<file path="config.mk">
export PLATFORM = sky130hd
export DESIGN_NAME = otcc_mul
export DESIGN_NICKNAME = d
export VERILOG_FILES = /design/src/design/otcc_pkg.sv /design/src/design/otcc_mul.sv
export SDC_FILE = /design/constraint.sdc
export NUM_CORES = 2
export LEC_CHECK = 0
export BUFFER_PORTS_ARGS = -buffer_cell sky130_fd_sc_hd__buf_2
export CAP_MARGIN = 20
export CORE_ASPECT_RATIO = 0.8
export CORE_MARGIN = 2
export CORE_UTILIZATION = 50
export CTS_CLUSTER_DIAMETER = 120
export DETAILED_ROUTE_END_ITERATION = 7
export PLACE_DENSITY = 0.77
export SYNTH_ARGS = -nofsm -noshare
export SYNTH_HDL_FRONTEND = slang
export SYNTH_SLANG_ARGS = --single-unit
</file>
<file path="constraint.sdc">
create_clock -name clk -period 10.7 [get_ports clk]
set_clock_uncertainty 0.15 [all_clocks]
set_input_delay 1.605 -clock clk [delete_from_list [all_inputs] [get_ports clk]]
set_output_delay 1.605 -clock clk [all_outputs]
set_load 0.1 [all_outputs]
</file>
<file path="src/design/otcc_pkg.sv">
`default_nettype none
// ----------------------------------------------------------------------------
// Ocean tide coefficient correction package
// Shared types, constants and arithmetic helpers of the correction block.
// ----------------------------------------------------------------------------
package otcc_pkg;

  // Highest harmonic degree that is accepted.
  localparam int NMAX = 15;

  // Widths of the data paths.
  localparam int MUL_W   = 33;
  localparam int PROD_W  = 2 * MUL_W;
  localparam int CORR_W  = 40;
  localparam int STORE_W = 48;
  localparam int CORD_W  = 34;
  localparam int CORD_STEPS = 30;

  // Command codes of the input transaction.
  localparam logic [1:0] CMD_ADD  = 2'd0;
  localparam logic [1:0] CMD_READ = 2'd1;
  localparam logic [1:0] CMD_CLR  = 2'd2;

  // Configuration register indexes.
  localparam logic [2:0] REG_POLE_M1 = 3'd6;
  localparam logic [2:0] REG_POLE_M2 = 3'd7;

  // CORDIC start value: the inverse of the rotation gain, Q2.30.
  localparam logic signed [CORD_W-1:0] CORDIC_GAIN = 34'sd652032874;

  // Pole tide coefficients, scaled by 2^16.
  localparam logic signed [MUL_W-1:0] POLE_C_M1 = -33'sd365374210;
  localparam logic signed [MUL_W-1:0] POLE_C_M2 = 33'sd6299051;
  localparam logic signed [MUL_W-1:0] POLE_S_M1 = 33'sd9728383;
  localparam logic signed [MUL_W-1:0] POLE_S_M2 = -33'sd289104986;

  // Request from the sequencer to the correction store.
  typedef struct packed {
    logic                      clr;
    logic                      we;
    logic [7:0]                idx;
    logic signed [STORE_W-1:0] wcos;
    logic signed [STORE_W-1:0] wsin;
  } store_req_t;

  // Arctangent of 2^-i as a fraction of a turn, 2^32 per turn.
  function automatic logic [29:0] atan_turn(input logic [4:0] i);
    logic [29:0] v;
    case (i)
      5'd0:  v = 30'h20000000;
      5'd1:  v = 30'h12E4051E;
      5'd2:  v = 30'h09FB385B;
      5'd3:  v = 30'h051111D4;
      5'd4:  v = 30'h028B0D43;
      5'd5:  v = 30'h0145D7E1;
      5'd6:  v = 30'h00A2F61E;
      5'd7:  v = 30'h00517C55;
      5'd8:  v = 30'h0028BE53;
      5'd9:  v = 30'h00145F2F;
      5'd10: v = 30'h000A2F98;
      5'd11: v = 30'h000517CC;
      5'd12: v = 30'h00028BE6;
      5'd13: v = 30'h000145F3;
      5'd14: v = 30'h0000A2FA;
      5'd15: v = 30'h0000517D;
      5'd16: v = 30'h000028BE;
      5'd17: v = 30'h0000145F;
      5'd18: v = 30'h00000A30;
      5'd19: v = 30'h00000518;
      5'd20: v = 30'h0000028C;
      5'd21: v = 30'h00000146;
      5'd22: v = 30'h000000A3;
      5'd23: v = 30'h00000051;
      5'd24: v = 30'h00000029;
      5'd25: v = 30'h00000014;
      5'd26: v = 30'h0000000A;
      5'd27: v = 30'h00000005;
      5'd28: v = 30'h00000003;
      5'd29: v = 30'h00000001;
      default: v = 30'h0;
    endcase
    return v;
  endfunction

  // Saturate a 49-bit sum to signed 48 bits.
  function automatic logic signed [STORE_W-1:0] sat48(input logic signed [STORE_W:0] v);
    logic signed [STORE_W-1:0] r;
    if (v[STORE_W] != v[STORE_W-1]) begin
      r = v[STORE_W] ? {1'b1, {(STORE_W-1){1'b0}}} : {1'b0, {(STORE_W-1){1'b1}}};
    end else begin
      r = v[STORE_W-1:0];
    end
    return r;
  endfunction

  // Saturating signed 64-bit add.
  function automatic logic signed [63:0] sat_add64(input logic signed [63:0] a,
                                                   input logic signed [63:0] b);
    logic signed [64:0] s;
    logic signed [63:0] r;
    s = {a[63], a} + {b[63], b};
    if (s[64] != s[63]) begin
      r = s[64] ? {1'b1, 63'd0} : {1'b0, {63{1'b1}}};
    end else begin
      r = s[63:0];
    end
    return r;
  endfunction

endpackage
`default_nettype wire

</file>
<file path="src/design/otcc_mul.sv">
`default_nettype none
// ----------------------------------------------------------------------------
// Shared multiplier
// Signed 33 by 33 bit multiplier with a registered product.
// ----------------------------------------------------------------------------
module otcc_mul (
  input  wire logic                                   clk,
  input  wire logic signed [otcc_pkg::MUL_W-1:0]      a,
  input  wire logic signed [otcc_pkg::MUL_W-1:0]      b,
  output logic signed [otcc_pkg::PROD_W-1:0]          p_r
);

  // The product is registered before anything uses it.
  always_ff @(posedge clk) begin
    p_r <= a * b;
  end

endmodule
`default_nettype wire

</file>
* Word-level counts from Yosys, hierarchy flattened
Index checks and enable logic that the tools add are counted.
** Word-level totals
- Flip-flop bits (word level) :: 66
- Logic and storage cells :: 2
- Output and inout bits :: 66
- Bits of input ports :: 67
** Operators by class
- Multiply operators :: 1
** Operators by type and width (count)
- multiplier 33 x 33 -> 66 bit :: 1

* Logic depth before layout (Yosys ltp)
- Word-level depth :: 1
- Gate-level depth with buffers :: 27
- Mapped depth without buffers :: 26

* Least setup slack after synthesis
Ideal clock, no wire load.
- Path type :: in2reg
- Start point :: input port a[32] in the netlist's numbering
- End point :: register p_r[62] in the netlist's numbering
- Library setup time :: 0.079 ns
- Path slack :: 1.709 ns
- Stages :: 23
- Arrival :: 8.762 ns
- Required time :: 10.471 ns
- Cells stage by stage :: clkbuf_1 nand2_1 inv_1 fa_1 fa_1 fa_1 fa_1 fa_1 fa_1 fa_1 inv_1 fa_1 inv_1 ha_1 clkbuf_1 and3_1 nand3_1 nand2b_1 a2111oi_4 a211oi_4 a21o_2 a21o_1 a211oi_2
** On the way
- Longest elaborated chain between the ends :: 1
** RTL lines
- start: declaration :: RTL line otcc_mul.sv:8 : input wire logic signed [otcc_pkg::MUL_W-1:0] a,
- multiplier 33 x 33 -> 66 bit :: RTL line otcc_mul.sv:15 : p_r <= a * b;
- end signal: assignment :: RTL line otcc_mul.sv:15
- end: declaration :: RTL line otcc_mul.sv:10 : output logic signed [otcc_pkg::PROD_W-1:0] p_r
No other way between the ends.

* Worst setup path in the final report
- Start point :: input port b[9] in the netlist's numbering
- End point :: register p_r[62] in the netlist's numbering
** On the way
- Longest elaborated chain between the ends :: 1
** RTL lines
- start: declaration :: RTL line otcc_mul.sv:9 : input wire logic signed [otcc_pkg::MUL_W-1:0] b,
- multiplier 33 x 33 -> 66 bit :: RTL line otcc_mul.sv:15
No other way between the ends.

==> flow_metrics.env <==
export IMPL_critPathMaxStageDelay_ns=0.80
export IMPL_tritoncts="done"
export IMPL_yosys_most_used_dff="dfxtp_1"
export IMPL_synthMuxAreaShare_pct=0
export IMPL_avgSynthCellArea_um2=9.39
export IMPL_hold_path_class="input pin to flop"
export IMPL_critPathLaunch="b[9]"
export IMPL_rsz_0062_raised_after_global_routing="false"
export IMPL_syn_instance_count=4338
export IMPL_maximum_number_of_pins_on_one_net_before_global_route_repair=34
export IMPL_place_gp_congestion=0.980
export IMPL_synthesis_yosys_warnings=0
export IMPL_netlist_cell_type_count=80
export IMPL_cts_setup_buffers=0
export IMPL_synth_seq_area_share_pct=3.24
export IMPL_fin_crit_sh_pct=88.6
export IMPL_critical_path_cell_count=24
export IMPL_cts_htree_levels=3
export IMPL_max_cap_violations=0
export IMPL_setup_viol_count_final=0
export IMPL_fp_dieArea_mm2=0.0838
export IMPL_fin_setup_tns_ns=0
export IMPL_drc=0
export IMPL_slowest_stage="fa_1"
export IMPL_ys_ff_latch=66
export IMPL_timing_critical_path_fanout_max=33
export IMPL_routed_wirelength_um=111000
export IMPL_max_clock_freq_mhz=105
export IMPL_drt_initial_drc_count=2892
export IMPL_design_core_area_mm2=0.0806
export IMPL_met2_global_route_usage_pct=39.1
export IMPL_worst_path_buf_inv=6
export IMPL_finalMaxSlewViolations=0
export IMPL_num_rows=93
export IMPL_cpLargestDelayFamily="adder cells"
export IMPL_status="finished clean"
export IMPL_worstSetupStartpointType="input pin"
export IMPL_initial_utilization_pct=50.5
export IMPL_cp_common_cell="fa_1"
export IMPL_worst_setup_path_end_kind="flop"
export IMPL_clk_root_buffer_cell="clkbuf_16"
export IMPL_area_delta_synth_final_pct=4.20
export IMPL_timing_max_slew_rel_slack_pct=33.3
export IMPL_worst_slew_pin_slew_ns=1.00
export IMPL_synth_compound_gate_area_share_pct=4.07
export IMPL_yosys_area_share_xor_xnor_pct=1.46
export IMPL_grt_first_pass_wirelength_um=180000
export IMPL_die_height_um=259
export IMPL_synth_enable_flop_cells=0
export IMPL_data_arrival_time_at_the_worst_slack_endpoint_ns=9.61
export IMPL_globalRouteTotalUtil_pct=28.2
export IMPL_overflow=0
export IMPL_hold_violations=0
export IMPL_tritoncts_buffer_count=9
export IMPL_boundaryPins=133
export IMPL_floorplan_die_width_um=323
export IMPL_antenna_found_initial=6
export IMPL_grt_busiest_layer="met1"
export IMPL_final_layout_size_suffix_gt1_share_pct=4.87
export IMPL_worstSetupEndpoint="p_r[62]"
export IMPL_period_minus_slack_ns=9.48
export IMPL_synthesis_area_mm2=0.0407
export IMPL_layout_top_registers="p_r: 66 flops"
export IMPL_cts_sinks=66
export IMPL_globalRouteMet1Util_pct=41.4
export IMPL_postSynth_asyncResetShare_pct=0
export IMPL_wire_per_inst_um=20.7
export IMPL_grtUsageMet3_pct=11.6
export IMPL_cts_resized=0
export IMPL_synth_top_family_by_area="adder cells"
export IMPL_largest_register="p_r"
export IMPL_drtPass1Iterations=7
export IMPL_holdBufCountCts=0
export IMPL_path_clk_slew_ns=0.07
export IMPL_detailroute_via_count=28900
export IMPL_first_global_vias=31400
export IMPL_net_count_final=5713
export IMPL_synth_fa_ha_area_share_pct=62.9
export IMPL_path_class="input pin to flop"
export IMPL_synth_nets=5767
export IMPL_synth_simple_area_share_pct=15.8
export IMPL_avgViaCountPerCell=5.37
export IMPL_worstPathCellList="buf_2 > nand2_1 > fa_1 > inv_1 > fa_1 > inv_1 > fa_1 > inv_1 > fa_1 > fa_1 > fa_1 > fa_1 > inv_1 > fa_1 > inv_1 > ha_1 > and4_1 > nand3_1 > nand2b_1 > a2111oi_4 > a211oi_4 > a21o_2 > a21o_1 > a211oi_2"
export IMPL_worst_path_required_time_ns=10.83
export IMPL_dp_hpwl_um=90800
export IMPL_drtAntennaViolNets=0
export IMPL_largest_register_ff_count=66
export IMPL_cts_buffer_depth=2
export IMPL_io_buffers=132
==> layout by cell type (no fill, tap or decap), drive strengths merged, types with 3 or more instances in the layout <==
cell,count
fa,1145
inv,1133
and2,563
nand2,551
ha,217
buf,156
nor2,68
dfxtp,66
a21oi,61
xnor2,43
a21o,38
o21ai,33
nand3,26
xor2,25
nand2b,12
nand4,12
o21bai,11
a211oi,11
clkbuf,9
a31oi,9
nor3,7
o31ai,7
o21a,6
a211o,6
and3,6
and4,5
nor2b,5
o211ai,5
or3,3
or2,3
nor4,3
a221oi,3
clkinv,3
a21boi,3
==> logic make-up after synthesis <==
group	count (synthesis)
flops	66
simple gates	1271
buf+inv	1352
compound gates	219
fa+ha+maj	1362
xor+xnor	68
==> layout make-up <==
cell class / instances / area, um2
antenna: 1 / 2.50
fill: 7044 / 38200
clock buffer: 9 / 225
tap: 1092 / 1370
timing repair buffer: 156 / 868
inverter: 1131 / 4250
clock inverter: 7 / 100
sequential: 66 / 1320
multi-input combinational: 2920 / 34300
==> per-layer routing <==
| metal | part of all wire [%] | wire length [um] |
|---|---|---|
| met5 | 0.060 | 67 |
| met4 | 2.0 | 2210 |
| met3 | 15 | 16800 |
| met2 | 41 | 45600 |
| met1 | 42 | 46400 |
==> cell usage after synthesis (7+ instances only) <==
cell type,count,area (um2)
a21oi_1,57,285
o21bai_1,11,82.6
a31oi_1,8,50.1
fa_1,1145,22900
o21ai_0,25,125
nor2_1,68,255
nand4_1,11,68.8
buf_2,11,55.1
a211oi_1,7,52.6
dfxtp_1,66,1320
nor3_1,7,35.0
nand3_1,25,125
clkbuf_1,208,781
and2_1,562,3520
nand2_1,551,2070
nand2b_1,12,75.1
inv_1,1131,4250
a21o_1,36,270
xor2_1,25,219
xnor2_1,43,377
ha_1,217,2720
==> worst min path at each step <==
stage,end,cells after the start,from
finish,p_r[0],2,b[0]
global route,p_r[0],2,b[0]
CTS,p_r[0],2,b[0]
detailed placement,p_r[0],2,b[0]
global placement,p_r[0],2,b[0]
floorplan,p_r[0],1,a[0]
==> through the flow <==
stage	area (um2)	utilization [%]	hold WS, ns	cells	worst slack [ns]
global placement	42100	52.2	1.97	5363	1.07
finish	42400	52.6	1.61	5382	1.22
CTS	42400	52.6	1.59	5379	1.26
floorplan	40700	-	1.58	4338	1.71
detailed placement	42100	52.2	1.97	5363	0.913
global route	42400	52.6	1.62	5381	0.849
Power is not shown: default switching activity piles up to over one toggle a cycle in this logic, so the estimate is an artifact.
