[config.mk]
export PLATFORM = sky130hd
export DESIGN_NAME = otcc_cordic
export DESIGN_NICKNAME = d
export VERILOG_FILES = /design/src/design/otcc_pkg.sv /design/src/design/otcc_cordic.sv
export SDC_FILE = /design/constraint.sdc
export NUM_CORES = 1
export LEC_CHECK = 0
export ABC_AREA = 1
export BUFFER_PORTS_ARGS = -buffer_cell sky130_fd_sc_hd__buf_2
export CELL_PAD_IN_SITES_DETAIL_PLACEMENT = 0
export CELL_PAD_IN_SITES_GLOBAL_PLACEMENT = 2
export CORE_MARGIN = 1.5
export CORE_UTILIZATION = 38
export DETAILED_ROUTE_END_ITERATION = 12
export GPL_TIMING_DRIVEN = 0
export HOLD_SLACK_MARGIN = 0.1
export PLACE_DENSITY = 0.87
export SLEW_MARGIN = 20
export SYNTH_ARGS = -nofsm -noshare
export SYNTH_HDL_FRONTEND = slang
export SYNTH_SLANG_ARGS = --single-unit
[constraint.sdc]
create_clock -name clk -period 21.7 [get_ports clk]
set_clock_uncertainty 0.1 [all_clocks]
set_input_delay 6.51 -clock clk [delete_from_list [all_inputs] [get_ports clk]]
set_output_delay 6.51 -clock clk [all_outputs]
set_load 0.05 [all_outputs]
[src/design/otcc_pkg.sv]
`default_nettype none
// ----------------------------------------------------------------------------
// Ocean tide coefficient correction package
// Shared types, constants and arithmetic helpers of the correction block.
// ----------------------------------------------------------------------------
package otcc_pkg;

  // Highest harmonic degree that is accepted.
  localparam int NMAX = 15;

  // Widths of the data paths.
  localparam int MUL_W   = 33;
  localparam int PROD_W  = 2 * MUL_W;
  localparam int CORR_W  = 40;
  localparam int STORE_W = 48;
  localparam int CORD_W  = 34;
  localparam int CORD_STEPS = 30;

  // Command codes of the input transaction.
  localparam logic [1:0] CMD_ADD  = 2'd0;
  localparam logic [1:0] CMD_READ = 2'd1;
  localparam logic [1:0] CMD_CLR  = 2'd2;

  // Configuration register indexes.
  localparam logic [2:0] REG_POLE_M1 = 3'd6;
  localparam logic [2:0] REG_POLE_M2 = 3'd7;

  // CORDIC start value: the inverse of the rotation gain, Q2.30.
  localparam logic signed [CORD_W-1:0] CORDIC_GAIN = 34'sd652032874;

  // Pole tide coefficients, scaled by 2^16.
  localparam logic signed [MUL_W-1:0] POLE_C_M1 = -33'sd365374210;
  localparam logic signed [MUL_W-1:0] POLE_C_M2 = 33'sd6299051;
  localparam logic signed [MUL_W-1:0] POLE_S_M1 = 33'sd9728383;
  localparam logic signed [MUL_W-1:0] POLE_S_M2 = -33'sd289104986;

  // Request from the sequencer to the correction store.
  typedef struct packed {
    logic                      clr;
    logic                      we;
    logic [7:0]                idx;
    logic signed [STORE_W-1:0] wcos;
    logic signed [STORE_W-1:0] wsin;
  } store_req_t;

  // Arctangent of 2^-i as a fraction of a turn, 2^32 per turn.
  function automatic logic [29:0] atan_turn(input logic [4:0] i);
    logic [29:0] v;
    case (i)
      5'd0:  v = 30'h20000000;
      5'd1:  v = 30'h12E4051E;
      5'd2:  v = 30'h09FB385B;
      5'd3:  v = 30'h051111D4;
      5'd4:  v = 30'h028B0D43;
      5'd5:  v = 30'h0145D7E1;
      5'd6:  v = 30'h00A2F61E;
      5'd7:  v = 30'h00517C55;
      5'd8:  v = 30'h0028BE53;
      5'd9:  v = 30'h00145F2F;
      5'd10: v = 30'h000A2F98;
      5'd11: v = 30'h000517CC;
      5'd12: v = 30'h00028BE6;
      5'd13: v = 30'h000145F3;
      5'd14: v = 30'h0000A2FA;
      5'd15: v = 30'h0000517D;
      5'd16: v = 30'h000028BE;
      5'd17: v = 30'h0000145F;
      5'd18: v = 30'h00000A30;
      5'd19: v = 30'h00000518;
      5'd20: v = 30'h0000028C;
      5'd21: v = 30'h00000146;
      5'd22: v = 30'h000000A3;
      5'd23: v = 30'h00000051;
      5'd24: v = 30'h00000029;
      5'd25: v = 30'h00000014;
      5'd26: v = 30'h0000000A;
      5'd27: v = 30'h00000005;
      5'd28: v = 30'h00000003;
      5'd29: v = 30'h00000001;
      default: v = 30'h0;
    endcase
    return v;
  endfunction

  // Saturate a 49-bit sum to signed 48 bits.
  function automatic logic signed [STORE_W-1:0] sat48(input logic signed [STORE_W:0] v);
    logic signed [STORE_W-1:0] r;
    if (v[STORE_W] != v[STORE_W-1]) begin
      r = v[STORE_W] ? {1'b1, {(STORE_W-1){1'b0}}} : {1'b0, {(STORE_W-1){1'b1}}};
    end else begin
      r = v[STORE_W-1:0];
    end
    return r;
  endfunction

  // Saturating signed 64-bit add.
  function automatic logic signed [63:0] sat_add64(input logic signed [63:0] a,
                                                   input logic signed [63:0] b);
    logic signed [64:0] s;
    logic signed [63:0] r;
    s = {a[63], a} + {b[63], b};
    if (s[64] != s[63]) begin
      r = s[64] ? {1'b1, 63'd0} : {1'b0, {63{1'b1}}};
    end else begin
      r = s[63:0];
    end
    return r;
  endfunction

endpackage
`default_nettype wire

[src/design/otcc_cordic.sv]
`default_nettype none
// ----------------------------------------------------------------------------
// Iterative CORDIC rotator
// Turns an angle in fractions of a turn into cosine and sine, Q2.30, with one
// shift-and-add step per cycle.
// ----------------------------------------------------------------------------
module otcc_cordic (
  input  wire logic               clk,
  input  wire logic               rst_n,
  input  wire logic               start,
  input  wire logic [31:0]        angle,
  output logic                    done_r,
  output logic signed [31:0]      cos_r,
  output logic signed [31:0]      sin_r
);

  localparam int W = otcc_pkg::CORD_W;

  typedef enum logic [1:0] {C_IDLE, C_RUN, C_FIN} cstate_t;

  cstate_t             state_r;
  logic [4:0]          step_r;
  logic                flip_r;
  logic signed [W-1:0] x_r;
  logic signed [W-1:0] y_r;
  logic signed [W-1:0] z_r;
  logic signed [W-1:0] dx;
  logic signed [W-1:0] dy;
  logic signed [W-1:0] da;
  logic signed [W-1:0] xf;
  logic signed [W-1:0] yf;
  logic                flip_in;
  logic [31:0]         ang_in;

  // Saturate the rotator width to 32 bits.
  function automatic logic signed [31:0] sat32(input logic signed [W-1:0] v);
    logic signed [31:0] r;
    if (v > W'(signed'(32'h7FFFFFFF))) begin
      r = 32'sh7FFFFFFF;
    end else if (v < W'(signed'(32'h80000000))) begin
      r = 32'sh80000000;
    end else begin
      r = v[31:0];
    end
    return r;
  endfunction

  // Angles in the left half plane are turned by half a turn.
  assign flip_in = angle[31] ^ angle[30];
  assign ang_in  = flip_in ? (angle ^ 32'h80000000) : angle;

  // One micro-rotation of the shared step.
  assign dx = y_r >>> step_r;
  assign dy = x_r >>> step_r;
  assign da = W'(otcc_pkg::atan_turn(step_r));
  assign xf = flip_r ? -x_r : x_r;
  assign yf = flip_r ? -y_r : y_r;

  // Step sequencer.
  always_ff @(posedge clk) begin
    if (!rst_n) begin
      state_r <= C_IDLE;
      done_r  <= 1'b0;
      step_r  <= 5'd0;
    end else begin
      done_r <= 1'b0;
      unique case (state_r)
        C_IDLE: begin
          if (start) begin
            x_r     <= otcc_pkg::CORDIC_GAIN;
            y_r     <= '0;
            z_r     <= W'(signed'(ang_in));
            flip_r  <= flip_in;
            step_r  <= 5'd0;
            state_r <= C_RUN;
          end
        end
        C_RUN: begin
          if (!z_r[W-1]) begin
            x_r <= x_r - dx;
            y_r <= y_r + dy;
            z_r <= z_r - da;
          end else begin
            x_r <= x_r + dx;
            y_r <= y_r - dy;
            z_r <= z_r + da;
          end
          if (step_r == 5'(otcc_pkg::CORD_STEPS - 1)) begin
            state_r <= C_FIN;
          end else begin
            step_r <= step_r + 5'd1;
          end
        end
        C_FIN: begin
          cos_r   <= sat32(xf);
          sin_r   <= sat32(yf);
          done_r  <= 1'b1;
          state_r <= C_IDLE;
        end
        default: state_r <= C_IDLE;
      endcase
    end
  end

endmodule
`default_nettype wire

# Word-level counts from Yosys, hierarchy flattened

Memories as Yosys holds them, arrays and structs flattened. A register that Yosys moved wholly into a read port is not among the register bits.
Index checks and enable logic that the tools add are counted.

$add $sub $neg: 9
Magnitude comparators: 4
Equality and inequality tests: 6
Shift operators: 2
Mux-type cells: 23
Bitwise operators: 2
Reduce and logical (&&, ||, !) cells: 7

Operator list:

| kind                                                  | count |
|---|---|
| 2-to-1 mux 34 bit                                     | 8 |
| case mux 34 bit (2 select lines)                      | 3 |
| 2-to-1 mux 32 bit                                     | 3 |
| adder 34 bit                                          | 2 |
| > comparator 34 x 32 -> 1 bit (second input constant) | 2 |
| < comparator 34 x 32 -> 1 bit (second input constant) | 2 |
| negator 34 bit                                        | 2 |
| >>> shifter 34 x 5 -> 34 bit                          | 2 |
| subtractor 34 bit                                     | 2 |
| adder 34 x 31 -> 34 bit                               | 1 |
| subtractor 34 x 31 -> 34 bit                          | 1 |
| 2-to-1 mux 5 bit                                      | 4 |
| case mux 5 bit (2 select lines)                       | 1 |
| AND reduction 3 bit                                   | 3 |
| inequality test 2 bit (second input constant)         | 3 |
| adder 5 x 1 -> 5 bit (second input constant)          | 1 |
| equality test 5 bit (second input constant)           | 1 |
| 2-to-1 mux 2 bit                                      | 2 |
| case mux 2 bit (2 select lines)                       | 1 |
| AND reduction 2 bit                                   | 2 |
| equality test 2 x 1 -> 1 bit (second input constant)  | 1 |
| equality test 2 bit (second input constant)           | 1 |
| logical NOT 2 bit                                     | 1 |
| nonzero test 2 bit                                    | 1 |
| 3 further kinds                                       | 3 |

Flip-flop bits (word level): 175
ROM bits: 960
Memories: 1

Memory list:

| name             | words | width | rd ports | clocked after memory_dff | write ports | line           | text |
|---|---|---|---|---|---|---|---|
| (name not given) | 32    | 30    | 1        | 1                        | 0           | otcc_pkg.sv:49 | `case (i)` |

# Longest topological paths before layout

Gate-level depths: netlist of the first run.

Depth in word-level cells: 5
Gate-level depth with buffers: 35
Depth with buffers taken out: 33

# Worst setup path before layout of the first run

OpenSTA, ideal clock, no wires.

Path type: input-to-reg
Start point: input rst_n
End point: register x_r[0] (enable)
Library setup time: 0.688 ns
Data arrival time: 13.554 ns
Required time: 20.912 ns
Slack: 7.358 ns
Cell stages on the path: 2
Path buffers: 0
Cells stage by stage: inv_1 -> nor3_1

Cells in the longest elaborated chain, start to end: 1

Ends and longest elaborated chain:

| what                                 | line              | text |
|---|---|---|
| start: declaration                   | otcc_cordic.sv:9  | `input wire logic rst_n,` |
| AND reduction 3 bit (no source line) | -                 |  |
| end signal: assignment               | otcc_cordic.sv:70 | `x_r <= otcc_pkg::CORDIC_GAIN;` |
| end signal: assignment               | otcc_cordic.sv:80 | `x_r <= x_r - dx;` |
| end signal: assignment               | otcc_cordic.sv:84 | `x_r <= x_r + dx;` |
| end: declaration                     | otcc_cordic.sv:24 | `logic signed [W-1:0] x_r;` |

No other way between the ends.
A chain may end at the register's enable or synchronous reset.

# Worst setup path after layout of the first run

Start point: input start
End point: register, netlist name da[1]

Cells in the longest elaborated chain, start to end: 4

Ends and longest elaborated chain:

| what                                            | line              | text |
|---|---|---|
| start: declaration                              | otcc_cordic.sv:10 | `input wire logic start,` |
| inequality test 2 bit (no source line)          | -                 |  |
| AND reduction 3 bit (no source line)            | -                 |  |
| 2-to-1 mux 5 bit (no source line) (2 in series) | -                 |  |

No other way between the ends.

==> results of run 1 <==
[where the power goes]
| part | leakage, nW | internal (mW) | switching [mW] | total (mW) |
|---|---|---|---|---|
| Combinational | 8.73 | 0.313 | 0.663 | 0.975 |
| Clock | 0.455 | 0.261 | 0.203 | 0.464 |
| Sequential | 1.86 | 0.469 | 0.0522 | 0.521 |
| Total | 11.0 | 1.04 | 0.918 | 1.96 |
[cell usage after synthesis (8+ instances only)]
cell type                  count
sky130_fd_sc_hd__xnor2_1      54
sky130_fd_sc_hd__xor2_1       96
sky130_fd_sc_hd__inv_2        10
sky130_fd_sc_hd__dfxtp_1      38
sky130_fd_sc_hd__nor2_2       25
sky130_fd_sc_hd__buf_2        36
sky130_fd_sc_hd__clkbuf_1     49
sky130_fd_sc_hd__o21a_1       26
sky130_fd_sc_hd__buf_1        24
sky130_fd_sc_hd__nand2_1     918
sky130_fd_sc_hd__nor2_1      286
sky130_fd_sc_hd__o211ai_1      8
sky130_fd_sc_hd__nor3_1       51
sky130_fd_sc_hd__a21oi_1     203
sky130_fd_sc_hd__o21ai_1      17
sky130_fd_sc_hd__nand2_2      25
sky130_fd_sc_hd__inv_1       297
sky130_fd_sc_hd__o31ai_1       8
sky130_fd_sc_hd__or2_2        33
sky130_fd_sc_hd__nand3_1     474
sky130_fd_sc_hd__nand3_2      12
sky130_fd_sc_hd__o21ai_0     176
sky130_fd_sc_hd__nand4_1      29
sky130_fd_sc_hd__buf_4         8
sky130_fd_sc_hd__buf_6         9
sky130_fd_sc_hd__nor4_1       14
sky130_fd_sc_hd__a31oi_1      28
sky130_fd_sc_hd__ha_1        113
sky130_fd_sc_hd__edfxtp_1    167
[sequential cells by signal (all words and copies together), names as in the netlist, 2 cells and up]
register  cells
cos_r        32
da           30
sin_r        32
state_r       2
step_r        5
x_r          34
y_r          34
z_r          34
[cells in the final DEF (no fill, tap or decap), types with 10 or more instances in the layout]
cell / count
sky130_fd_sc_hd__nand3_2: 12
sky130_fd_sc_hd__nor3_1: 49
sky130_fd_sc_hd__edfxtp_1: 167
sky130_fd_sc_hd__nand3_1: 474
sky130_fd_sc_hd__buf_6: 15
sky130_fd_sc_hd__or2_2: 33
sky130_fd_sc_hd__dfxtp_1: 38
sky130_fd_sc_hd__buf_4: 22
sky130_fd_sc_hd__clkbuf_16: 31
sky130_fd_sc_hd__o21ai_1: 17
sky130_fd_sc_hd__nor4_1: 14
sky130_fd_sc_hd__xor2_1: 96
sky130_fd_sc_hd__clkbuf_1: 49
sky130_fd_sc_hd__inv_2: 10
sky130_fd_sc_hd__ha_1: 113
sky130_fd_sc_hd__nor2_1: 286
sky130_fd_sc_hd__o21a_1: 26
sky130_fd_sc_hd__inv_1: 297
sky130_fd_sc_hd__buf_2: 135
sky130_fd_sc_hd__xnor2_1: 54
sky130_fd_sc_hd__buf_1: 24
sky130_fd_sc_hd__nand4_1: 29
sky130_fd_sc_hd__nor2_2: 25
sky130_fd_sc_hd__a21oi_1: 203
sky130_fd_sc_hd__nand2_2: 25
sky130_fd_sc_hd__nand2_1: 918
sky130_fd_sc_hd__o21ai_0: 176
sky130_fd_sc_hd__a31oi_1: 28
[worst paths after layout]
check	from	endpoint	slack [ns]
max	start	da[1]$_DFF_P_	12.74
min	step_r[4]$_SDFFE_PN0P_	state_r[1]$_SDFFE_PN0P_	0.46
max reg2reg	step_r[0]$_SDFFE_PN0P_	y_r[24]$_SDFFCE_PP0P_	15.49
min reg2reg	step_r[4]$_SDFFE_PN0P_	state_r[1]$_SDFFE_PN0P_	0.46
[cell type report]
cell class                 instances  area (sq um)  share of cell area
tap                              756         945.9             0.03916
clock inverter                    19         133.9            0.005543
buffer                           128         651.9             0.02699
multi-input combinational       2682         14040              0.5814
timing repair buffer             119         668.1             0.02766
inverter                         308          1156             0.04787
sequential                       205          5776              0.2391
clock buffer                      32         779.5             0.03227
[metal layers]
metal	GRT usage	wire [um]	vias up
li1	-	-	11520
met2	0.5311	43220	918
met3	0.05412	7421	168
met5	0	0	-
met1	0.4503	43460	11380
met4	0.1233	4141	0
[per-stage QoR]
step | cells | setup WS (ns)
2_1_floorplan | 3323 | 7.358
3_3_place_gp | 4178 | 2.443
3_5_place_dp | 4198 | 12.24
4_1_cts | 4249 | 12.86
5_1_grt | 4249 | 12.71
6_report | 4249 | 12.74
[cell families (layout without fill, tap and decap cells)]
family	Yosys count	count (layout)	share of synthesized area
and+or+nand+nor	1888	1888	0.3818
AOI/OAI and AO/OA	528	528	0.1384
buffers and inverters	436	606	0.08359
DFF	205	205	0.2672
xor gates and xnor gates	150	150	0.06078
adders and majority gates	116	116	0.06820
[worst min-delay path, delay by kind of cell (launching register included)]
kind / cells / cell delay (ns)
AND/OR/NAND/NOR: 2 / 0.17
flip-flops: 1 / 0.34
==> reports/summary.txt, run 1 <==
DIE
--------------------------------------------------------------------------------------------------
Starting density of the core ........................................................       0.3840
Core ar. ............................................................................  56280 sq um
Die span in x .......................................................................     241.5 um
Overall die height ..................................................................     241.5 um
Total Die Area ......................................................................  58320 sq um
Std-Cell Rows .......................................................................           87
Number of placed I/O pins ...........................................................          100

SETUP PATH
--------------------------------------------------------------------------------------------------
Data arrival time of the worst path .................................................      9.40 ns
Crit-path max cell delay ............................................................      0.61 ns
Largest fanout of any net on the critical path ......................................            9
Setup Crit Path Kind ................................................................ primary input to register
Setup crit end kind .................................................................     register
Number of cells on the critical path ................................................           11
Startpoint class of the critical path ............................................... primary input
CP bufs+invs ........................................................................            2
Cell seen most often among critical-path stages ..................................... sky130_fd_sc_hd__nand2_1
Cell Chain, Critical Path ........................................................... buf_2 > nand2_1 > nand2_1 > xor2_1 > nor2_1 > inv_1 > ha_1 > nand2_1 > a21oi_1 > a21oi_1 > nand2_1
Crit path max-delay family .......................................................... simple AND/OR/NAND/NOR gates
Worst EP required ...................................................................     22.14 ns
Standard cell with the maximum stage delay on the critical path ..................... sky130_fd_sc_hd__nor2_1
Depth of the worst register-to-register path ........................................           28

CLOCK TREE
--------------------------------------------------------------------------------------------------
Quantity of gates resized following cts .............................................            0
Hold buffers post-CTS ...............................................................            0
Largest buffer count on any clock path ..............................................            3
Latest clock arrival within the worst-skew pair .....................................      0.60 ns
Number of buffers added for setup after CTS .........................................            0
H-tree depth reported by CTS ........................................................            1
Library cell used as clock root buffer .............................................. sky130_fd_sc_hd__clkbuf_16
Total number of clock tree sinks ....................................................          205
Clock transition time at the flip-flop clock pins of the worst setup and hold paths .      0.06 ns
Cts bufs inserted ...................................................................           28
Clock tree from TritonCTS ...........................................................         done

PLACED DESIGN
--------------------------------------------------------------------------------------------------
Dpl cell area .......................................................................  23240 sq um
Routability-driven placement congestion ratio .......................................        1.044
Dpl hpwl ............................................................................     79450 um
PortBufs ............................................................................           99

TIMING
--------------------------------------------------------------------------------------------------
Highest clock frequency the design can meet .........................................   0.1116 GHz
Setup TNS after final layout ........................................................         0 ns
Tmin final ..........................................................................     8.960 ns
Final period utilization ............................................................       0.4129
Post-Route Hold Slack ...............................................................    0.4611 ns
Fin. max-slew vios ..................................................................            0
Final setup vio count ...............................................................            0
Hold Fails Final Rpt ................................................................            0
Worst rel slew slack ................................................................       0.2523
Transition at the pin with the smallest max-transition slack ........................     1.122 ns
Unrepaired setup endpoints after global routing .....................................           no

DRT
--------------------------------------------------------------------------------------------------
Routed wirelength normalized by instance count ......................................     23.12 um
Via density per instance ............................................................        5.647
Number of vias after detailed routing ...............................................        23990
Total DRC errors in the routed layout ...............................................            0
Detailed-routing iteration count for the pre-antenna-repair pass ....................            8
Count of routing violations after the opening detailed-route iteration ..............         2351
Number of routed nets with antenna violations .......................................            0
Total Routed Length .................................................................     98240 um

GRT
--------------------------------------------------------------------------------------------------
Remaining Overflow, GRT .............................................................            0
Vias in the first global route ......................................................        22740
Initial antenna violation count .....................................................            1
Pin count of the biggest net entering global routing ................................           15
All-layer global routing usage ......................................................       0.3326
Wire length of the first global-routing pass ........................................    142800 um

FINAL LAYOUT
--------------------------------------------------------------------------------------------------
Ratio of cells with drive above 1 in the final layout ...............................       0.1008
Design Area, Final ..................................................................  24150 sq um
Layout fillers ......................................................................         6105
Total number of nets in the final design ............................................         3623
Final core utilization ..............................................................       0.4292
Area growth from synthesis to layout ................................................       11.75%
Number of diodes added for antenna fixing ...........................................            0

YOSYS
--------------------------------------------------------------------------------------------------
FFs w/ async S/R, synth .............................................................            0
Cell count after synthesis ..........................................................         3323
Seq cells post-synth ................................................................          205
Netlist area before placement .......................................................  21610 sq um
Largest cells by area after synthesis ............................................... sky130_fd_sc_hd__edfxtp_1 (23%), sky130_fd_sc_hd__nand2_1 (16%), sky130_fd_sc_hd__nand3_1 (11%), sky130_fd_sc_hd__ha_1 (6.5%), sky130_fd_sc_hd__inv_1 (5.2%)
Proportion of synthesized chip area in sequential cells .............................       0.2672
Post-synth EDFFs ....................................................................          167
Dominant cell type by area after synthesis .......................................... sky130_fd_sc_hd__edfxtp_1
Syn_nets ............................................................................         3474
Distinct cells, synth ...............................................................           58
Average cell area after synthesis ...................................................  6.504 sq um
Share of the synthesized area in the top cell type ..................................       0.2320
Synth warn ..........................................................................            0
Top FF cell, synth .................................................................. sky130_fd_sc_hd__edfxtp_1

MIN PATH
--------------------------------------------------------------------------------------------------
WHS Path Cells ......................................................................            2
Hold crit path type ................................................................. register to register

POWER AND IR DROP
--------------------------------------------------------------------------------------------------
Pleak ...............................................................................     11.04 nW
Total power density per cell area ................................................... 81.14 nW/um^2
Largest vdd supply drop .............................................................     62.38 uV
Final Power .........................................................................     1.960 mW

JOB
--------------------------------------------------------------------------------------------------
Reported max-cap violation count ....................................................            0

STATUS
--------------------------------------------------------------------------------------------------
Status ..............................................................................    completed

No activity file was read; power rests on OpenSTA's default activity.
==> run 2, diff against run 1 <==
--- a/config.mk
+++ b/config.mk
@@ -10,11 +10,11 @@
 export CELL_PAD_IN_SITES_DETAIL_PLACEMENT = 0
 export CELL_PAD_IN_SITES_GLOBAL_PLACEMENT = 2
 export CORE_MARGIN = 1.5
-export CORE_UTILIZATION = 38
+export CORE_UTILIZATION = 36
 export DETAILED_ROUTE_END_ITERATION = 12
 export GPL_TIMING_DRIVEN = 0
 export HOLD_SLACK_MARGIN = 0.1
-export PLACE_DENSITY = 0.87
+export PLACE_DENSITY = 0.83
 export SLEW_MARGIN = 20
 export SYNTH_ARGS = -nofsm -noshare
 export SYNTH_HDL_FRONTEND = slang
==> constraint.sdc (replaced) <==
create_clock -name clk -period 8.81 [get_ports clk]
set_clock_uncertainty 0.1 [all_clocks]
set_input_delay 2.643 -clock clk [delete_from_list [all_inputs] [get_ports clk]]
set_output_delay 2.643 -clock clk [all_outputs]
set_load 0.05 [all_outputs]
==> reports/summary.txt, run 2 (synthesis results as in run 1) <==
STATUS
--------------------------------------------------------------------------------------------------
Status .............................................................................. finished with violations
Violated checks ..................................................................... design-rule violations

POWER AND IR DROP
--------------------------------------------------------------------------------------------------
Pleak ...............................................................................     11.07 nW   +0.22%
Int Power ...........................................................................     2.649 mW   +150%
Switching part of the total power ...................................................       0.4608   -0.007505
Proportion of power drawn by combinational gates ....................................        0.490   -0.008
Largest vdd supply drop .............................................................     151.0 uV   +140%
Final Power .........................................................................     4.913 mW   +150%
Clock network power share ...........................................................        0.248   +0.011
Net Switching .......................................................................     2.264 mW   +150%
Sequential share of power ...........................................................        0.261   -0.005
Total power density per cell area ................................................... 202.5 nW/um^2   +150%

PLACED DESIGN
--------------------------------------------------------------------------------------------------
Minimum setup slack after placement .................................................     2.973 ns   -9.265 ns
Dpl cell area .......................................................................  23280 sq um   +0.16%
Routability-driven placement congestion ratio .......................................        1.084   +3.8%
Dpl hpwl ............................................................................     81130 um   +2.1%
PortBufs ............................................................................           99   unchanged

DIE
--------------------------------------------------------------------------------------------------
Overall die height ..................................................................     248.0 um   +2.7%
Die span in x .......................................................................     248.0 um   +2.7%
Core ar. ............................................................................  59130 sq um   +5.1%
Std-Cell Rows .......................................................................           89   +2.3%
Number of placed I/O pins ...........................................................          100   unchanged
Starting density of the core ........................................................       0.3655   -0.01853
Total Die Area ......................................................................  61520 sq um   +5.5%

CLOCK TREE
--------------------------------------------------------------------------------------------------
Quantity of gates resized following cts .............................................            0   unchanged
Latest clock arrival within the worst-skew pair .....................................      0.61 ns   about the same
Library cell used as clock root buffer .............................................. sky130_fd_sc_hd__clkbuf_16
Largest buffer count on any clock path ..............................................            3   unchanged
H-tree depth reported by CTS ........................................................            1   unchanged
Cts bufs inserted ...................................................................           28   unchanged
Total number of clock tree sinks ....................................................          205   unchanged
Number of buffers added for setup after CTS .........................................            0   unchanged
Hold buffers post-CTS ...............................................................            0   unchanged
Clock tree from TritonCTS ...........................................................         done
Clock transition time at the flip-flop clock pins of the worst setup and hold paths .      0.06 ns   about the same

TIMING
--------------------------------------------------------------------------------------------------
Unrepaired setup endpoints after global routing .....................................           no
Hold Fails Final Rpt ................................................................            0   unchanged
Tmin final ..........................................................................     5.944 ns
Transition at the pin with the smallest max-transition slack ........................     1.101 ns   -0.02017 ns
Fin. max-slew vios ..................................................................            0   unchanged
Final period utilization ............................................................       0.6747
Worst rel slew slack ................................................................       0.2657   +0.01345
Highest clock frequency the design can meet .........................................   0.1682 GHz
Final setup vio count ...............................................................            0   unchanged
Post-Route Hold Slack ...............................................................    0.4506 ns   -0.01051 ns
Final worst slack ...................................................................     2.866 ns   -9.874 ns

FINAL LAYOUT
--------------------------------------------------------------------------------------------------
Leading cell type in the layout, fill and taps excluded ............................. sky130_fd_sc_hd__nand2_1
Number of diodes added for antenna fixing ...........................................            0   unchanged
Ratio of cells with drive above 1 in the final layout ...............................      0.09951   -0.001260
Area growth from synthesis to layout ................................................       12.23%
Top library cells by usage in the layout, fill and taps aside ....................... sky130_fd_sc_hd__nand2_1 (918), sky130_fd_sc_hd__nand3_1 (474), sky130_fd_sc_hd__inv_1 (297), sky130_fd_sc_hd__nor2_1 (286), sky130_fd_sc_hd__a21oi_1 (203)
Total number of nets in the final design ............................................         3617   -0.17%
Design Area, Final ..................................................................  24260 sq um   +0.44%
Largest regs ........................................................................ x_r x34, y_r x34, z_r x34

DRT
--------------------------------------------------------------------------------------------------
Number of vias after detailed routing ...............................................        24060   +0.28%
Number of routed nets with antenna violations .......................................            0   unchanged
Total Routed Length .................................................................    101300 um   +3.1%
Detailed-routing iteration count for the pre-antenna-repair pass ....................           10   +2
Total DRC errors in the routed layout ...............................................            3   +3
Routed wirelength normalized by instance count ......................................     23.79 um   +2.9%
Via density per instance ............................................................        5.648   about the same
Count of routing violations after the opening detailed-route iteration ..............         2468   +5.0%

GRT
--------------------------------------------------------------------------------------------------
Remaining Overflow, GRT .............................................................            0   unchanged
All-layer global routing usage ......................................................       0.3253   -0.007308
Wire length of the first global-routing pass ........................................    147300 um   +3.1%
Initial antenna violation count .....................................................            2   +1
Pin count of the biggest net entering global routing ................................           17   +2
Vias in the first global route ......................................................        22680   -0.29%

MIN PATH
--------------------------------------------------------------------------------------------------
Hold crit path type ................................................................. register to register

SETUP PATH
--------------------------------------------------------------------------------------------------
Data arrival time of the worst path .................................................      6.21 ns   -3.19 ns
Largest fanout of any net on the critical path ......................................           10   +1
Startpoint class of the critical path ...............................................     register
Setup Crit Path Kind ................................................................ register to register
Setup crit end kind .................................................................     register
Worst EP required ...................................................................      9.08 ns   -13.06 ns

JOB
--------------------------------------------------------------------------------------------------
Reported max-cap violation count ....................................................            0   unchanged

## run 2: power groups by stage
stage	registers (mW)	logic, mW	clock network (mW)
floorplan	1.23	1.70	0
global placement	1.30	2.34	0
detailed placement	1.30	2.37	0
CTS	1.28	2.38	1.25
global route	1.29	2.68	1.28
finish	1.28	2.41	1.22
## run 2: path summary, 6_finish.rpt
path	from	end	slack [ns]	depth (start not counted)
worst min register to register	step_r[4]$_SDFFE_PN0P_	state_r[1]$_SDFFE_PN0P_	0.45	2
worst max-delay path	step_r[2]$_SDFFE_PN0P_	y_r[24]$_SDFFCE_PP0P_	2.87	25
worst min-delay path	step_r[4]$_SDFFE_PN0P_	state_r[1]$_SDFFE_PN0P_	0.45	2
worst max register to register	step_r[2]$_SDFFE_PN0P_	y_r[24]$_SDFFCE_PP0P_	2.87	25
## run 2: critical path, stage by stage (launching register included)
cell and delay, ns:
sky130_fd_sc_hd__dfxtp_1 0.37, sky130_fd_sc_hd__inv_1 0.10, sky130_fd_sc_hd__buf_2 0.28, sky130_fd_sc_hd__buf_1 0.77
sky130_fd_sc_hd__nand3_1 0.19, sky130_fd_sc_hd__nand3_1 0.15, sky130_fd_sc_hd__nand2_1 0.10, sky130_fd_sc_hd__nand2_1 0.07
sky130_fd_sc_hd__nand2_1 0.19, sky130_fd_sc_hd__ha_1 0.29, sky130_fd_sc_hd__nand3_1 0.19, sky130_fd_sc_hd__nand2_1 0.09
sky130_fd_sc_hd__xor2_1 0.18, sky130_fd_sc_hd__ha_1 0.35, sky130_fd_sc_hd__nand2_1 0.09, sky130_fd_sc_hd__inv_1 0.04
sky130_fd_sc_hd__a21oi_1 0.22, sky130_fd_sc_hd__o21ai_0 0.22, sky130_fd_sc_hd__a21boi_0 0.48, sky130_fd_sc_hd__inv_1 0.16
sky130_fd_sc_hd__nand2_1 0.09, sky130_fd_sc_hd__nand2_1 0.11, sky130_fd_sc_hd__a21boi_0 0.42, sky130_fd_sc_hd__o21ai_0 0.25
sky130_fd_sc_hd__nor2_1 0.13, sky130_fd_sc_hd__nor2_1 0.05
## run 2: area by class of cell
| type | count | area [sq um] |
|---|---|---|
| Timing Repair Buffer | 113 | 676.9 |
| Inverter | 308 | 1156 |
| Tap cell | 773 | 967.2 |
| Buffer | 128 | 653.1 |
| Sequential cell | 205 | 5776 |
| Fill cell | 6470 | 34870 |
| Multi-Input combinational cell | 2682 | 14050 |
| Clock inverter | 13 | 148.9 |
| Clock buffer | 38 | 832.0 |
## run 2: metrics by stage
step / TNS (ns) / instances / util
floorplan: 0 / 3323 / -
global placement: -224.04 / 4195 / 0.3903
detailed placement: 0 / 4209 / 0.3936
CTS: 0 / 4260 / 0.4102
global route: 0 / 4260 / 0.4102
finish: 0 / 4260 / 0.4102
## run 2: per-layer routing
layer  up-vias  GRT usage  wire (um)
met4         2     0.1175       4213
met5         -          0         13
met1     11400     0.4527      45520
met2       995     0.5137      43980
met3       178    0.04137       7606
li1      11490          -          -
==> run 3, diff against run 2 <==
--- a/config.mk
+++ b/config.mk
@@ -10,11 +10,11 @@
 export CELL_PAD_IN_SITES_DETAIL_PLACEMENT = 0
 export CELL_PAD_IN_SITES_GLOBAL_PLACEMENT = 2
 export CORE_MARGIN = 1.5
-export CORE_UTILIZATION = 36
+export CORE_UTILIZATION = 32
 export DETAILED_ROUTE_END_ITERATION = 12
 export GPL_TIMING_DRIVEN = 0
 export HOLD_SLACK_MARGIN = 0.1
-export PLACE_DENSITY = 0.83
+export PLACE_DENSITY = 0.78
 export SLEW_MARGIN = 20
 export SYNTH_ARGS = -nofsm -noshare
 export SYNTH_HDL_FRONTEND = slang
==> constraint.sdc (replaced) <==
create_clock -name clk -period 4.8 [get_ports clk]
set_clock_uncertainty 0.1 [all_clocks]
set_input_delay 1.44 -clock clk [delete_from_list [all_inputs] [get_ports clk]]
set_output_delay 1.44 -clock clk [all_outputs]
set_load 0.05 [all_outputs]
==> reports/summary.txt, run 3 (synthesis results as in run 1) <==
TIMING
--------------------------------------------------------------------------------------------------
Fin. max-slew vios ..................................................................            0   unchanged
Tmin final ..........................................................................     4.674 ns   -1.270 ns
Transition at the pin with the smallest max-transition slack ........................     1.162 ns   +0.06106 ns
Final setup vio count ...............................................................            0   unchanged
Post-Route Hold Slack ...............................................................    0.4592 ns   +0.008583 ns
Highest clock frequency the design can meet .........................................   0.2140 GHz   +27%
Worst rel slew slack ................................................................       0.2250   -0.04070
Final period utilization ............................................................       0.9737   +0.2990
Hold Fails Final Rpt ................................................................            0   unchanged

SETUP PATH
--------------------------------------------------------------------------------------------------
Worst setup endpoint ................................................................ y_r[33]$_SDFFCE_PP0P_
Standard cell with the maximum stage delay on the critical path ..................... sky130_fd_sc_hd__ha_2
R2R Path End ........................................................................ y_r[33]$_SDFFCE_PP0P_
Worst setup slack for register-to-register paths ....................................      0.13 ns   -2.74 ns
Startpoint class of the critical path ...............................................     register
Cell seen most often among critical-path stages ..................................... sky130_fd_sc_hd__nand3_2
Depth of the worst register-to-register path ........................................           27   +8.0%
Largest fanout of any net on the critical path ......................................           10   unchanged
Worst R2R Start ..................................................................... step_r[0]$_SDFFE_PN0P_
Worst EP required ...................................................................      5.04 ns   -4.04 ns
Data arrival time of the worst path .................................................      4.91 ns   -1.30 ns
Crit path launch .................................................................... step_r[0]$_SDFFE_PN0P_
Setup crit end kind .................................................................     register
Crit-path max cell delay ............................................................      0.38 ns   -0.39 ns
Setup Crit Path Kind ................................................................ register to register

CLOCK TREE
--------------------------------------------------------------------------------------------------
H-tree depth reported by CTS ........................................................            1   unchanged
Cts bufs inserted ...................................................................           28   unchanged
Latest clock arrival within the worst-skew pair .....................................      0.62 ns   about the same
Library cell used as clock root buffer .............................................. sky130_fd_sc_hd__clkbuf_16
Total number of clock tree sinks ....................................................          205   unchanged
Largest buffer count on any clock path ..............................................            3   unchanged
Clock tree from TritonCTS ...........................................................         done
Clock transition time at the flip-flop clock pins of the worst setup and hold paths .      0.06 ns   about the same

GRT
--------------------------------------------------------------------------------------------------
Initial antenna violation count .....................................................            1   -1
Vias in the first global route ......................................................        23040   +1.6%
All-layer global routing usage ......................................................       0.2964   -0.02888
Remaining Overflow, GRT .............................................................            0   unchanged
Pin count of the biggest net entering global routing ................................           19   +2
Wire length of the first global-routing pass ........................................    152800 um   +3.7%

JOB
--------------------------------------------------------------------------------------------------
Reported max-cap violation count ....................................................            0   unchanged

PLACED DESIGN
--------------------------------------------------------------------------------------------------
Routability-driven placement congestion ratio .......................................        1.098   +1.2%
PortBufs ............................................................................           99   unchanged
Dpl hpwl ............................................................................     84560 um   +4.2%

POWER AND IR DROP
--------------------------------------------------------------------------------------------------
Largest vdd supply drop .............................................................     271.1 uV   +79%
Pleak ...............................................................................     11.94 nW   +7.9%
Total power density per cell area ................................................... 364.6 nW/um^2   +80%
Final Power .........................................................................     9.786 mW   +99%

DRT
--------------------------------------------------------------------------------------------------
Number of vias after detailed routing ...............................................        24410   +1.5%
Total DRC errors in the routed layout ...............................................            0   -3
Detailed-routing iteration count for the pre-antenna-repair pass ....................            5   -5
Via density per instance ............................................................        5.545   -1.8%
Routed wirelength normalized by instance count ......................................     24.11 um   +1.3%
Count of routing violations after the opening detailed-route iteration ..............         2357   -4.5%
Number of routed nets with antenna violations .......................................            0   unchanged
Total Routed Length .................................................................    106100 um   +4.7%

FINAL LAYOUT
--------------------------------------------------------------------------------------------------
Area growth from synthesis to layout ................................................       24.17%
Ratio of cells with drive above 1 in the final layout ...............................       0.2178   +0.1183
Multi-input combinational cell area .................................................  16000 sq um   +14%
Total number of nets in the final design ............................................         3659   +1.2%
Largest regs ........................................................................ x_r x34, y_r x34, z_r x34
Area used by sequential logic in the layout .........................................   5779 sq um   about the same
Top library cells by usage in the layout, fill and taps aside ....................... sky130_fd_sc_hd__nand2_1 (846), sky130_fd_sc_hd__nand3_1 (361), sky130_fd_sc_hd__inv_1 (292), sky130_fd_sc_hd__nor2_1 (256), sky130_fd_sc_hd__a21oi_1 (176)
Number of diodes added for antenna fixing ...........................................            0   unchanged
Leading cell type in the layout, fill and taps excluded ............................. sky130_fd_sc_hd__nand2_1
Layout fillers ......................................................................         7340   +13%

DIE
--------------------------------------------------------------------------------------------------
Std-Cell Rows .......................................................................           95   +6.7%
Core ar. ............................................................................  67040 sq um   +13%
Overall die height ..................................................................     262.9 um   +6.0%
Die span in x .......................................................................     262.9 um   +6.0%
Number of placed I/O pins ...........................................................          100   unchanged
Starting density of the core ........................................................       0.3224   -0.04312
Total Die Area ......................................................................  69110 sq um   +12%

MIN PATH
--------------------------------------------------------------------------------------------------
Startpoint of the tightest hold check path .......................................... y_r[0]$_SDFFCE_PP0P_
Hold crit path type ................................................................. register to register

STATUS
--------------------------------------------------------------------------------------------------
Status ..............................................................................    completed

[run 3: area by class of cell]
| class | instances | area share |
|---|---|---|
| buffer | 125 | 0.03110 |
| clock buffer | 34 | 0.02853 |
| inverter | 308 | 0.04308 |
| multi-input combinational | 2682 | 0.5962 |
| clock inverter | 18 | 0.006853 |
| tap | 873 | 0.04070 |
| sequential | 205 | 0.2153 |
| timing repair buffer | 158 | 0.03823 |
[run 3: per-stage QoR]
step,area (sq um),worst slack (ns),utilization,TNS [ns],std cells
floorplan,21630,0.1926,-,0,3323
global placement,23220,-1.689,0.3463,-280.36,4295
detailed placement,23390,-1.006,0.3489,-32.41,4307
CTS,24980,0.002020,0.3727,0,4368
global route,26840,-0.06437,0.4003,-0.3810,4403
finish,26840,0.1265,0.4003,0,4403
[run 3: how the worst min path moves through the flow]
stage / end / slack (ns) / depth (start not counted)
finish: sin_r[0]$_SDFFCE_PN1P_ / 0.46 / 2
floorplan: state_r[1]$_SDFFE_PN0P_ / 0.38 / 2
CTS: sin_r[0]$_SDFFCE_PN1P_ / 0.47 / 2
detailed placement: sin_r[0]$_SDFFCE_PN1P_ / 0.46 / 2
global route: sin_r[0]$_SDFFCE_PN1P_ / 0.49 / 2
global placement: sin_r[0]$_SDFFCE_PN1P_ / 0.44 / 2
[run 3: timing repair]
| action | CTS | global route |
|---|---|---|
| hold buffers | 0 | 0 |
| endpoints found under the hold margin | 0 | 0 |
| buffers inserted | 11 | 36 |
| pin swaps | 15 | 77 |
| setup endpoints to repair | 70 | 46 |
| cloned | 0 | 0 |
| resized for setup | 164 | 372 |
[run 3: report_power, final]
part | leakage [nW] | total, mW | switching (mW) | internal, mW
Sequential | 1.86 | 2.36 | 0.241 | 2.12
Combinational | 9.62 | 5.24 | 3.44 | 1.80
Clock | 0.463 | 2.18 | 0.966 | 1.22
Total | 11.9 | 9.79 | 4.65 | 5.14
[run 3: routing by layer]
metal	track usage	wire length, um
met5	0	13
met1	0.4046	47220
met4	0.09639	4052
met2	0.4746	47240
met3	0.04985	7611
[run 3: critical path: cells and delay by family, from the launching register on]
| family | cells | cell delay [ns] |
|---|---|---|
| fa+ha+maj | 1 | 0.38 |
| simple gates | 13 | 1.51 |
| compound gates | 6 | 1.05 |
| flops | 1 | 0.36 |
| buf+inv | 6 | 0.69 |
| xor+xnor | 1 | 0.32 |
